`src/sv/afp_pkg.sv`:
```
`timescale 1ns / 1ps
`default_nettype none
// ----------------------------------------------------------------------------
// afp_pkg
// shared types, formats and the degree-scaled arctangent table
// ----------------------------------------------------------------------------
package afp_pkg;

    localparam int TABLE_LEN = 24;   // stages the table covers
    localparam int PRESHIFT  = 24;   // left shift of |dx| and |dy| into x and y
    localparam int FRAC_BITS = 16;   // fraction bits of the angle accumulator
    localparam int MAG_W     = 16;   // width of |dx| and |dy|
    localparam int XW        = 44;   // cordic x and y, signed, with headroom for gain
    localparam int ZW        = 24;   // angle accumulator, signed degrees q16
    localparam int DEG_W     = 7;    // whole-degree result
    localparam int COORD_W   = 16;   // one coordinate
    localparam int IN_W      = 4 * COORD_W;
    localparam int OUT_W     = 16;   // angle, left, below, zero padded

    localparam logic [DEG_W-1:0] DEG_ZERO  = DEG_W'(0);
    localparam logic [DEG_W-1:0] DEG_DIAG  = DEG_W'(45);
    localparam logic [DEG_W-1:0] DEG_RIGHT = DEG_W'(90);

    // side info that rides along the cell chain untouched
    typedef struct packed {
        logic             left;
        logic             below;
        logic             forced;      // angle settled before the chain
        logic [DEG_W-1:0] forced_deg;
    } t_side;

    typedef struct packed {
        logic signed [XW-1:0] x;
        logic signed [XW-1:0] y;
        logic signed [ZW-1:0] z;
        t_side                side;
    } t_pipe;

    // round(atan(2^-i) * 180/pi * 2^16)
    function automatic logic signed [ZW-1:0] atan_deg(input int idx);
        logic signed [ZW-1:0] v;
        case (idx)
            0:       v = ZW'(2949120);
            1:       v = ZW'(1740967);
            2:       v = ZW'(919879);
            3:       v = ZW'(466945);
            4:       v = ZW'(234379);
            5:       v = ZW'(117304);
            6:       v = ZW'(58666);
            7:       v = ZW'(29335);
            8:       v = ZW'(14668);
            9:       v = ZW'(7334);
            10:      v = ZW'(3667);
            11:      v = ZW'(1833);
            12:      v = ZW'(917);
            13:      v = ZW'(458);
            14:      v = ZW'(229);
            15:      v = ZW'(115);
            16:      v = ZW'(57);
            17:      v = ZW'(29);
            18:      v = ZW'(14);
            19:      v = ZW'(7);
            20:      v = ZW'(4);
            21:      v = ZW'(2);
            22:      v = ZW'(1);
            default: v = ZW'(0);
        endcase
        return v;
    endfunction

endpackage
`default_nettype wire

```
`src/sv/angle_and_direction_from_points.sv`:
```
`timescale 1ns / 1ps
`default_nettype none
// ----------------------------------------------------------------------------
// angle_and_direction_from_points
// whole-degree first-quadrant arctangent and direction flags for a point pair
// ----------------------------------------------------------------------------
// stages: one input stage, one cell per micro-rotation, one output register
// throughput: one item per cycle while the output side takes results; every cell
//   holds its own item, so the chain keeps filling while a finished item waits at the output
// reset: synchronous, active low; clears the valid flags only, data regs keep
//   whatever they hold
// ----------------------------------------------------------------------------
module angle_and_direction_from_points #(
    parameter int CORDIC_STAGES = 16
) (
    input  logic        i_clk,
    input  logic        i_rst_n,
    // input points
    input  logic        s_axis_tvalid,
    output logic        s_axis_tready,
    input  logic [63:0] s_axis_tdata,   // target_x, target_y, origin_x, origin_y
    // result
    output logic        m_axis_tvalid,
    input  logic        m_axis_tready,
    output logic [15:0] m_axis_tdata    // angle_degrees[6:0], target_left, target_below, 0
);
    import afp_pkg::*;

    // stage count outside the table range folds onto its ends
    localparam int NUM_CELLS = (CORDIC_STAGES > TABLE_LEN) ? TABLE_LEN :
                               (CORDIC_STAGES < 1) ? 1 : CORDIC_STAGES;

    // chain links: link g feeds cell g, link NUM_CELLS feeds the output stage
    logic  c_valid [NUM_CELLS+1];
    logic  c_ready [NUM_CELLS+1];
    t_pipe c_data  [NUM_CELLS+1];

    // differences, flags, early answers for the axis and diagonal cases
    afp_prep u_prep (
        .i_clk   (i_clk),
        .i_rst_n (i_rst_n),
        .i_valid (s_axis_tvalid),
        .o_ready (s_axis_tready),
        .i_data  (s_axis_tdata),
        .o_valid (c_valid[0]),
        .i_ready (c_ready[0]),
        .o_data  (c_data[0])
    );

    // micro-rotation cells, each with its own shift and table angle
    for (genvar g = 0; g < NUM_CELLS; g++) begin : g_cell
        afp_cell #(
            .STAGE (g)
        ) u_cell (
            .i_clk   (i_clk),
            .i_rst_n (i_rst_n),
            .i_valid (c_valid[g]),
            .o_ready (c_ready[g]),
            .i_data  (c_data[g]),
            .o_valid (c_valid[g+1]),
            .i_ready (c_ready[g+1]),
            .o_data  (c_data[g+1])
        );
    end

    // degree floor, clamp and output register
    afp_out u_out (
        .i_clk   (i_clk),
        .i_rst_n (i_rst_n),
        .i_valid (c_valid[NUM_CELLS]),
        .o_ready (c_ready[NUM_CELLS]),
        .i_data  (c_data[NUM_CELLS]),
        .o_valid (m_axis_tvalid),
        .i_ready (m_axis_tready),
        .o_data  (m_axis_tdata)
    );

    // the angle never leaves its quadrant
    a_angle_range: assert property (@(posedge i_clk) disable iff (!i_rst_n)
        m_axis_tvalid |-> (m_axis_tdata[6:0] <= 7'd90))
        else $error("angle above 90 degrees");

    // input only stalls when the whole chain is full behind a held result
    a_stall_cause: assert property (@(posedge i_clk) disable iff (!i_rst_n)
        !s_axis_tready |-> (m_axis_tvalid && !m_axis_tready))
        else $error("input stalled while the output side is free");

    // padding bits above the flags stay clear
    a_pad_zero: assert property (@(posedge i_clk) disable iff (!i_rst_n)
        m_axis_tvalid |-> (m_axis_tdata[15:9] == 7'd0))
        else $error("nonzero padding in result");

endmodule
`default_nettype wire

```
`src/sv/afp_prep.sv`:
```
`timescale 1ns / 1ps
`default_nettype none
// ----------------------------------------------------------------------------
// afp_prep
// differences, magnitudes, direction flags and the trivial angles
// ----------------------------------------------------------------------------
module afp_prep (
    input  logic                         i_clk,
    input  logic                         i_rst_n,
    input  logic                         i_valid,
    output logic                         o_ready,
    input  logic [afp_pkg::IN_W-1:0]     i_data,   // target_x, target_y, origin_x, origin_y
    output logic                         o_valid,
    input  logic                         i_ready,
    output afp_pkg::t_pipe               o_data
);
    import afp_pkg::*;

    logic signed [COORD_W-1:0] tx, ty, ox, oy;
    logic signed [COORD_W:0]   dx, dy;
    logic [COORD_W:0]          adx, ady;
    logic [MAG_W-1:0]          ax, ay;
    t_pipe                     n_data;
    t_pipe                     r_data;
    logic                      r_valid;

    assign tx = i_data[0*COORD_W +: COORD_W];
    assign ty = i_data[1*COORD_W +: COORD_W];
    assign ox = i_data[2*COORD_W +: COORD_W];
    assign oy = i_data[3*COORD_W +: COORD_W];

    assign dx  = (COORD_W+1)'(tx) - (COORD_W+1)'(ox);
    assign dy  = (COORD_W+1)'(ty) - (COORD_W+1)'(oy);
    assign adx = dx[COORD_W] ? (COORD_W+1)'(-dx) : dx;
    assign ady = dy[COORD_W] ? (COORD_W+1)'(-dy) : dy;
    // magnitude of a 17-bit difference never exceeds 65535
    assign ax  = adx[MAG_W-1:0];
    assign ay  = ady[MAG_W-1:0];

    always_comb begin
        n_data.x               = XW'({ax, {PRESHIFT{1'b0}}});
        n_data.y               = XW'({ay, {PRESHIFT{1'b0}}});
        n_data.z               = '0;
        n_data.side.left       = (tx < ox);
        n_data.side.below      = (ty > oy);
        n_data.side.forced     = 1'b1;
        n_data.side.forced_deg = DEG_ZERO;
        if (ax == '0) begin
            n_data.side.forced_deg = (ay == '0) ? DEG_ZERO : DEG_RIGHT;
        end else if (ay == '0) begin
            n_data.side.forced_deg = DEG_ZERO;
        end else if (ax == ay) begin
            n_data.side.forced_deg = DEG_DIAG;
        end else begin
            n_data.side.forced     = 1'b0;
        end
    end

    assign o_ready = !r_valid || i_ready;

    always_ff @(posedge i_clk) begin
        if (!i_rst_n) begin
            r_valid <= 1'b0;
        end else if (o_ready) begin
            r_valid <= i_valid;
        end
        if (o_ready && i_valid) begin
            r_data <= n_data;
        end
    end

    assign o_valid = r_valid;
    assign o_data  = r_data;

endmodule
`default_nettype wire

```
`src/sv/afp_cell.sv`:
```
`timescale 1ns / 1ps
`default_nettype none
// ----------------------------------------------------------------------------
// afp_cell
// one vectoring micro-rotation with its own holding register
// ----------------------------------------------------------------------------
module afp_cell #(
    parameter int STAGE = 0
) (
    input  logic           i_clk,
    input  logic           i_rst_n,
    input  logic           i_valid,
    output logic           o_ready,
    input  afp_pkg::t_pipe i_data,
    output logic           o_valid,
    input  logic           i_ready,
    output afp_pkg::t_pipe o_data
);
    import afp_pkg::*;

    localparam logic signed [ZW-1:0] ANGLE = atan_deg(STAGE);

    logic signed [XW-1:0] v_x, v_y, xs, ys;
    logic signed [ZW-1:0] v_z;
    t_pipe                n_data;
    t_pipe                r_data;
    logic                 r_valid;

    assign v_x = i_data.x;
    assign v_y = i_data.y;
    assign v_z = i_data.z;
    // arithmetic shift floors, as the rotation requires
    assign xs  = v_x >>> STAGE;
    assign ys  = v_y >>> STAGE;

    always_comb begin
        n_data.side = i_data.side;
        if (!v_y[XW-1]) begin
            n_data.x = v_x + ys;
            n_data.y = v_y - xs;
            n_data.z = v_z + ANGLE;
        end else begin
            n_data.x = v_x - ys;
            n_data.y = v_y + xs;
            n_data.z = v_z - ANGLE;
        end
    end

    assign o_ready = !r_valid || i_ready;

    always_ff @(posedge i_clk) begin
        if (!i_rst_n) begin
            r_valid <= 1'b0;
        end else if (o_ready) begin
            r_valid <= i_valid;
        end
        if (o_ready && i_valid) begin
            r_data <= n_data;
        end
    end

    assign o_valid = r_valid;
    assign o_data  = r_data;

endmodule
`default_nettype wire

```
`src/sv/afp_out.sv`:
```
`timescale 1ns / 1ps
`default_nettype none
// ----------------------------------------------------------------------------
// afp_out
// whole degrees from the accumulator, clamp, and the output register
// ----------------------------------------------------------------------------
module afp_out (
    input  logic                      i_clk,
    input  logic                      i_rst_n,
    input  logic                      i_valid,
    output logic                      o_ready,
    input  afp_pkg::t_pipe            i_data,
    output logic                      o_valid,
    input  logic                      i_ready,
    output logic [afp_pkg::OUT_W-1:0] o_data   // angle_degrees[6:0], target_left, target_below
);
    import afp_pkg::*;

    logic signed [ZW-1:0]      v_z;
    logic [DEG_W-1:0]          whole;
    logic [DEG_W-1:0]          deg;
    logic [OUT_W-1:0]          r_data;
    logic                      r_valid;

    assign v_z   = i_data.z;
    assign whole = v_z[FRAC_BITS +: DEG_W];

    always_comb begin
        if (i_data.side.forced) begin
            deg = i_data.side.forced_deg;
        end else if (v_z[ZW-1]) begin
            deg = DEG_ZERO;
        end else if (whole > DEG_RIGHT) begin
            deg = DEG_RIGHT;
        end else begin
            deg = whole;
        end
    end

    assign o_ready = !r_valid || i_ready;

    always_ff @(posedge i_clk) begin
        if (!i_rst_n) begin
            r_valid <= 1'b0;
        end else if (o_ready) begin
            r_valid <= i_valid;
        end
        if (o_ready && i_valid) begin
            r_data <= OUT_W'({i_data.side.below, i_data.side.left, deg});
        end
    end

    assign o_valid = r_valid;
    assign o_data  = r_data;

endmodule
`default_nettype wire
```
`config.mk`:
```
export PLATFORM = sky130hd
export DESIGN_NAME = angle_and_direction_from_points
export DESIGN_NICKNAME = d
export VERILOG_FILES = /design/src/sv/afp_pkg.sv /design/src/sv/angle_and_direction_from_points.sv /design/src/sv/afp_prep.sv /design/src/sv/afp_cell.sv /design/src/sv/afp_out.sv
export SDC_FILE = /design/constraint.sdc
export NUM_CORES = 2
export LEC_CHECK = 0
export BUFFER_PORTS_ARGS = -buffer_cell sky130_fd_sc_hd__buf_2
export CAP_MARGIN = 20
export CORE_UTILIZATION = 55
export DETAILED_ROUTE_END_ITERATION = 8
export PLACE_DENSITY = 0.73
export SLEW_MARGIN = 20
export SYNTH_ARGS = -nofsm -noshare
export SYNTH_HDL_FRONTEND = slang
export SYNTH_SLANG_ARGS = --single-unit
```
`constraint.sdc`:
```
create_clock -name i_clk -period 29.9 [get_ports i_clk]
set_input_delay 0 -clock i_clk [delete_from_list [all_inputs] [get_ports i_clk]]
set_output_delay 0 -clock i_clk [all_outputs]
set_load 0.01 [all_outputs]
```
# Word-level counts from Yosys, hierarchy flattened

Cells that the tools add are included.

Bits in latches: 0
Output and inout port bits: 18
Register bits: 1859
RAM bits: 0
Memory bits (read-only): 0
Input port bits: 68
Memories kept: 0
Word-level logic and storage cells: 309

Div/mod/pow operators: 0
Equal/unequal tests: 1
Order comparisons: 3
Bitwise logic cells: 0
Muxes and demuxes: 25
Multiply operators: 0
$add $sub $neg: 90
Shift-type cells: 0
Reductions and logical operators: 57

Operators with widths:

| cell             | number |
|---|---|
| $mux 112         | 14 |
| $add 44x30->44   | 2 |
| $add 44x31->44   | 2 |
| $add 44x32->44   | 2 |
| $add 44x33->44   | 2 |
| $add 44x34->44   | 2 |
| $add 44x35->44   | 2 |
| $add 44x36->44   | 2 |
| $add 44x37->44   | 2 |
| $add 44x38->44   | 2 |
| $add 44x39->44   | 2 |
| $add 44x40->44   | 2 |
| $add 44x41->44   | 2 |
| $add 44x42->44   | 2 |
| $sub 44x30->44   | 2 |
| $sub 44x31->44   | 2 |
| $sub 44x32->44   | 2 |
| $sub 44x33->44   | 2 |
| $sub 44x34->44   | 2 |
| $sub 44x35->44   | 2 |
| $sub 44x36->44   | 2 |
| $sub 44x37->44   | 2 |
| $sub 44x38->44   | 2 |
| $sub 44x39->44   | 2 |
| other kinds (53) | 116 |

# Longest topological paths before layout

Word-level depth: 20
Gate-level depth with buffers: 24
Gate-level depth less buffers: 24

# Hierarchy

Synthesis repeated with hierarchy kept, for this count alone.

Cells, all modules: 20195
Area total of the unflattened synthesis: 184230.4 sq um

By module, submodules not included:

| module                        | cells an instance | area each (sq um) | times used |
|---|---|---|---|
| afp_cell at g_cell[0].u_cell  | 1432              | 12269.3           | 1 |
| afp_cell at g_cell[4].u_cell  | 1245              | 11397.2           | 1 |
| afp_cell at g_cell[7].u_cell  | 1257              | 11344.6           | 1 |
| afp_cell at g_cell[1].u_cell  | 1226              | 11202.0           | 1 |
| afp_cell at g_cell[3].u_cell  | 1214              | 11190.7           | 1 |
| afp_cell at g_cell[5].u_cell  | 1202              | 11124.4           | 1 |
| afp_cell at g_cell[6].u_cell  | 1197              | 11121.9           | 1 |
| afp_cell at g_cell[2].u_cell  | 1210              | 11106.9           | 1 |
| afp_cell at g_cell[11].u_cell | 1209              | 11040.6           | 1 |
| afp_cell at g_cell[8].u_cell  | 1215              | 11019.3           | 1 |
| afp_cell at g_cell[10].u_cell | 1206              | 11014.3           | 1 |
| afp_cell at g_cell[13].u_cell | 1172              | 10988.0           | 1 |
| afp_cell at g_cell[12].u_cell | 1209              | 10963.0           | 1 |
| afp_cell at g_cell[9].u_cell  | 1185              | 10909.2           | 1 |
| 4 more rows                   | -                 | -                 | - |

# Worst setup path before layout

Ideal clock, no wire load.

Kind: register to register
From: register u_out.r_valid (netlist: u_out.o_valid)
To: register g_cell[8].u_cell.r_data, in the netlist g_cell[8].u_cell.o_data[100], enable pin
Path slack: 19625 ps
Arrival time: 9503 ps
Cell stages (with the launch flop): 7
Data required time: 29128 ps
Clock period less this slack: 10275 ps
Cells stage by stage: dfxtp_1 nor2b_1 nand3_1 nor2_1 and2_1 and3_1 a21boi_0

Longest elaborated chain between the ends: 11

Ends and longest elaborated chain:

| item                           | RTL line       | source |
|---|---|---|
| start, declared                | afp_out.sv:23  | `logic r_valid;` |
| start signal, assigned         | afp_out.sv:46  | `r_valid <= i_valid;` |
| $logic_not 1->1                | afp_out.sv:40  | `assign o_ready = !r_valid \|\| i_ready;` |
| $logic_or 1x1->1               | afp_out.sv:40  |  |
| $logic_or 1x1->1 (8 in series) | afp_cell.sv:49 | `assign o_ready = !r_valid \|\| i_ready;` |
| $logic_and 1x1->1              | afp_cell.sv:57 | `if (o_ready && i_valid) begin` |
| end signal, assigned           | afp_cell.sv:58 | `r_data <= n_data;` |
| end, declared                  | afp_cell.sv:26 | `t_pipe r_data;` |

No other way between the ends.
A chain may end at the register's enable or synchronous reset.

==> flow_metrics.env <==
export IMPL_worstSkewPairLatency_ns=0.83
export IMPL_tightest_slew_ns=1.067
export IMPL_nets=14300
export IMPL_dr_pass1_iters=6
export IMPL_io_pins=86
export IMPL_yosysUniqueCellTypes=88
export IMPL_fin_setup_tns_ns=0
export IMPL_finalPower_w=0.005241
export IMPL_numCtsBuffers=167
export IMPL_drt_total_wl_um=320200
export IMPL_p_clk_frac=0.405
export IMPL_antenna_found_initial=6
export IMPL_min_period_over_period=0.2064
export IMPL_gr_total_overflow=0
export IMPL_path_clk_slew_ns=0.06
export IMPL_p_sw_w=0.001373
export IMPL_seq_power_share=0.448
export IMPL_syn_avg_cell_area_sq_um=9.462
export IMPL_yosysSeqAreaShare=0.3599
export IMPL_cts_setup_buffers=0
export IMPL_cts_tree="built"
export IMPL_num_rows=171
export IMPL_fmax_mhz=162.0
export IMPL_drt_initial_drc_count=8159
export IMPL_synth_edf_count=1431
export IMPL_r2r_slack_ns=23.73
export IMPL_syn_area_sq_um=120400
export IMPL_die_area_sq_um=220800
export IMPL_crit_arrival_ns=6.76
export IMPL_max_cap_violations=0
export IMPL_hold_start="s_axis_tdata[13]"
export IMPL_portBuffers=78
export IMPL_synth_top_cell_area_share=0.3569
export IMPL_final_area_sq_um=130200
export IMPL_crit_top_cell="a21oi_1"
export IMPL_drv_slew=0
export IMPL_holdPathEnd="u_prep.o_data[116]"
export IMPL_wl_per_cell_um=20.17
export IMPL_final_layout_size_suffix_gt1_frac=0.03974
export IMPL_grt_max_degree=82
export IMPL_hold_violations=0
export IMPL_internal_power_w=0.003868
export IMPL_critPathCaptureType="flop"
export IMPL_criticalPathCategory="reg2reg"
export IMPL_dpl_cell_area_sq_um=124200
export IMPL_leakagePower_nw=51.92
export IMPL_cts_sinks=1449
export IMPL_path_cells="inv_1, ha_1, and3_1, nor3b_1, and2_1, nor2b_1, a21oi_1, xor2_1, ha_1, a21o_1, a21oi_1, o21ai_0, a2111oi_0, o41ai_1, o31ai_1, a21oi_1, nand4_1, nand4b_1, a21oi_1, xnor2_1"
export IMPL_grt_use_total=0.2804
export IMPL_crit_path_max_incr_delay_ns=0.82
export IMPL_coreArea_sq_um=217400
export IMPL_via_per_inst=6.117
export IMPL_hold_path_class="in2reg"
export IMPL_synth_seq_cells=1449
export IMPL_whs_path_depth=5
export IMPL_yosys_area_top_type="edfxtp_1"
export IMPL_vdd_drop_max_mv=0.04033
export IMPL_drc=0
export IMPL_synthCells=12720
export IMPL_rsz0062_at_grt="false"
export IMPL_cts_resized=0
export IMPL_critPathMaxFanout=9
export IMPL_root_buffer="clkbuf_16"
export IMPL_grt_pass1_vias=92940
export IMPL_crit_buf_inv=1
export IMPL_fp_dieW_um=469.9
export IMPL_hpwl_um=255200
export IMPL_final_util=0.5990
export IMPL_combPwrFrac=0.147
export IMPL_place_gp_congestion=0.9803
export IMPL_cp_required_ns=30.49
export IMPL_nFillCells=18330
export IMPL_setup_viol=0
export IMPL_clock_skew_ns=0.04359
export IMPL_r2r_start="g_cell[5].u_cell.o_data[43]"
export IMPL_synth_flop_cell="edfxtp_1"
export IMPL_grt_pass1_wl_um=502100
export IMPL_final_common_cell="edfxtp_1"
export IMPL_cts_max_level=4
export IMPL_status="finished, final reports clean"
export IMPL_power_density_nw_per_um2=40.25
export IMPL_initial_core_util=0.5539
export IMPL_area_growth_pct=8.160
export IMPL_r2r_worst_path_cells=20
export IMPL_slowest_stage="a2111oi_0"
export IMPL_ys_warn_count=0
export IMPL_dieHeight_um=469.9
export IMPL_synthArstFlopShare=0
export IMPL_swShare=0.2621
export IMPL_r2r_end="g_cell[6].u_cell.o_data[77]"
export IMPL_drtAntennaViolNets=0
export IMPL_synth_area_leaders="edfxtp_1 36%, ha_1 14%, xnor2_1 8.7%"
export IMPL_routed_via_count=97080
export IMPL_crit_path_start_kind="flop"
export IMPL_period_minus_slack_ns=6.172
export IMPL_cts_max_path_buffers=3
export IMPL_path_delay_family="compound AO/OA/AOI/OAI gates"
export IMPL_layout_common_cells="1431 x edfxtp_1, 1364 x nor2_1, 1323 x ha_1, 1308 x a21oi_1, 1193 x xnor2_1"
export IMPL_slew_headroom=0.2822
[synth_stat cells (102+ instances only)]
| cell type | n |
|---|---|
| edfxtp_1 | 1431 |
| nor2_1 | 1365 |
| ha_1 | 1323 |
| a21oi_1 | 1310 |
| xnor2_1 | 1193 |
| xor2_1 | 660 |
| nand2_1 | 656 |
| inv_1 | 528 |
| o21ai_0 | 513 |
| a21o_1 | 459 |
| nor3_1 | 406 |
| nand3_1 | 219 |
| nor2b_1 | 217 |
| o21a_1 | 215 |
| nand2b_1 | 169 |
| clkbuf_1 | 157 |
| a31oi_1 | 153 |
| o21bai_1 | 147 |
| and3_1 | 142 |
| and2_1 | 119 |
| nor4_1 | 117 |
| or3_1 | 102 |
[routing by layer]
| layer | vias to the layer above | global-route usage | part of all wire |
|---|---|---|---|
| met5 | - | 0 | 0.000041 |
| met4 | 2 | 0.07963 | 0.027 |
| met3 | 535 | 0.03153 | 0.054 |
| met2 | 2834 | 0.4840 | 0.48 |
| met1 | 46460 | 0.3696 | 0.44 |
| li1 | 47240 | - | - |
[sequential cells by signal, summed over array words and instances (netlist names)]
| signal | flops |
|---|---|
| g_cell.u_cell.o_data | 1384 |
| u_prep.o_data | 38 |
| g_cell.u_cell.o_valid | 16 |
| u_out.o_data | 9 |
| u_out.o_valid | 1 |
| u_prep.o_valid | 1 |
[worst max path at each step]
stage	slack, ns	startpoint	end	cells past startpoint
floorplan	19.62	u_out.o_valid	g_cell[8].u_cell.o_data[100]	6
global placement	23.93	g_cell[12].u_cell.o_data[47]	g_cell[13].u_cell.o_data[120]	24
detailed placement	23.88	g_cell[5].u_cell.o_data[43]	g_cell[6].u_cell.o_data[77]	20
CTS	23.86	g_cell[5].u_cell.o_data[43]	g_cell[6].u_cell.o_data[77]	20
global route	23.22	g_cell[12].u_cell.o_data[47]	g_cell[13].u_cell.o_data[120]	24
finish	23.73	g_cell[5].u_cell.o_data[43]	g_cell[6].u_cell.o_data[77]	20
[worst register-to-register path, stage by stage (launching register included)]
cell and delay, ns:
edfxtp_1 0.53, inv_1 0.22, ha_1 0.27, and3_1 0.27, nor3b_1 0.74, and2_1 0.31, nor2b_1 0.39, a21oi_1 0.14
xor2_1 0.16, ha_1 0.37, a21o_1 0.19, a21oi_1 0.14, o21ai_0 0.12, a2111oi_0 0.82, o41ai_1 0.20, o31ai_1 0.35
a21oi_1 0.19, nand4_1 0.13, nand4b_1 0.10, a21oi_1 0.21, xnor2_1 0.09
[metrics by stage]
stage	std cells	worst slack [ns]	hold slack (ns)
floorplan	12730	19.62	0.1601
detailed placement	15530	23.88	0.3541
global placement	15530	23.93	0.3188
CTS	15860	23.86	0.02702
global route	15870	23.22	0.1097
finish	15870	23.73	0.09807
[final cells by class]
| class | count | area [sq um] | share of cell area |
|---|---|---|---|
| tap | 2854 | 3571 | 0.02742 |
| clock buffer | 186 | 4314 | 0.03313 |
| antenna | 5 | 12.51 | 0.00009608 |
| timing repair buffer | 162 | 1106 | 0.008494 |
| sequential | 1449 | 43330 | 0.3328 |
| multi-input combinational | 10560 | 74480 | 0.5719 |
| inverter | 535 | 2008 | 0.01542 |
| clock inverter | 120 | 1398 | 0.01073 |
[power by group through the flow]
stage	sequential, W	clock (W)	combinational, W
after CTS	0.00235	0.00216	0.000765
after global routing	0.00235	0.00224	0.000853
final	0.00235	0.00212	0.000773
after global placement	0.00239	0	0.000731
after detailed placement	0.00239	0	0.000752
after floorplan	0.00237	0	0.000593
[timing repair]
action / in CTS / in global routing
hold buffers: 29 / 0
hold endpoints to repair: 74 / 0
setup endpoints to repair: 0 / 0
[cells by family after synthesis]
group	Yosys count	synth area share
other	1	0.00003115
AND/OR/NAND/NOR	3801	0.1514
AO/OA/AOI/OAI	3492	0.1835
adder cells (fa/ha/maj)	1355	0.1428
XOR/XNOR	1855	0.1352
flip-flops	1449	0.3599
buffers and inverters	722	0.02274
multiplexers	49	0.004375
Power figures use the tool's default switching activity.
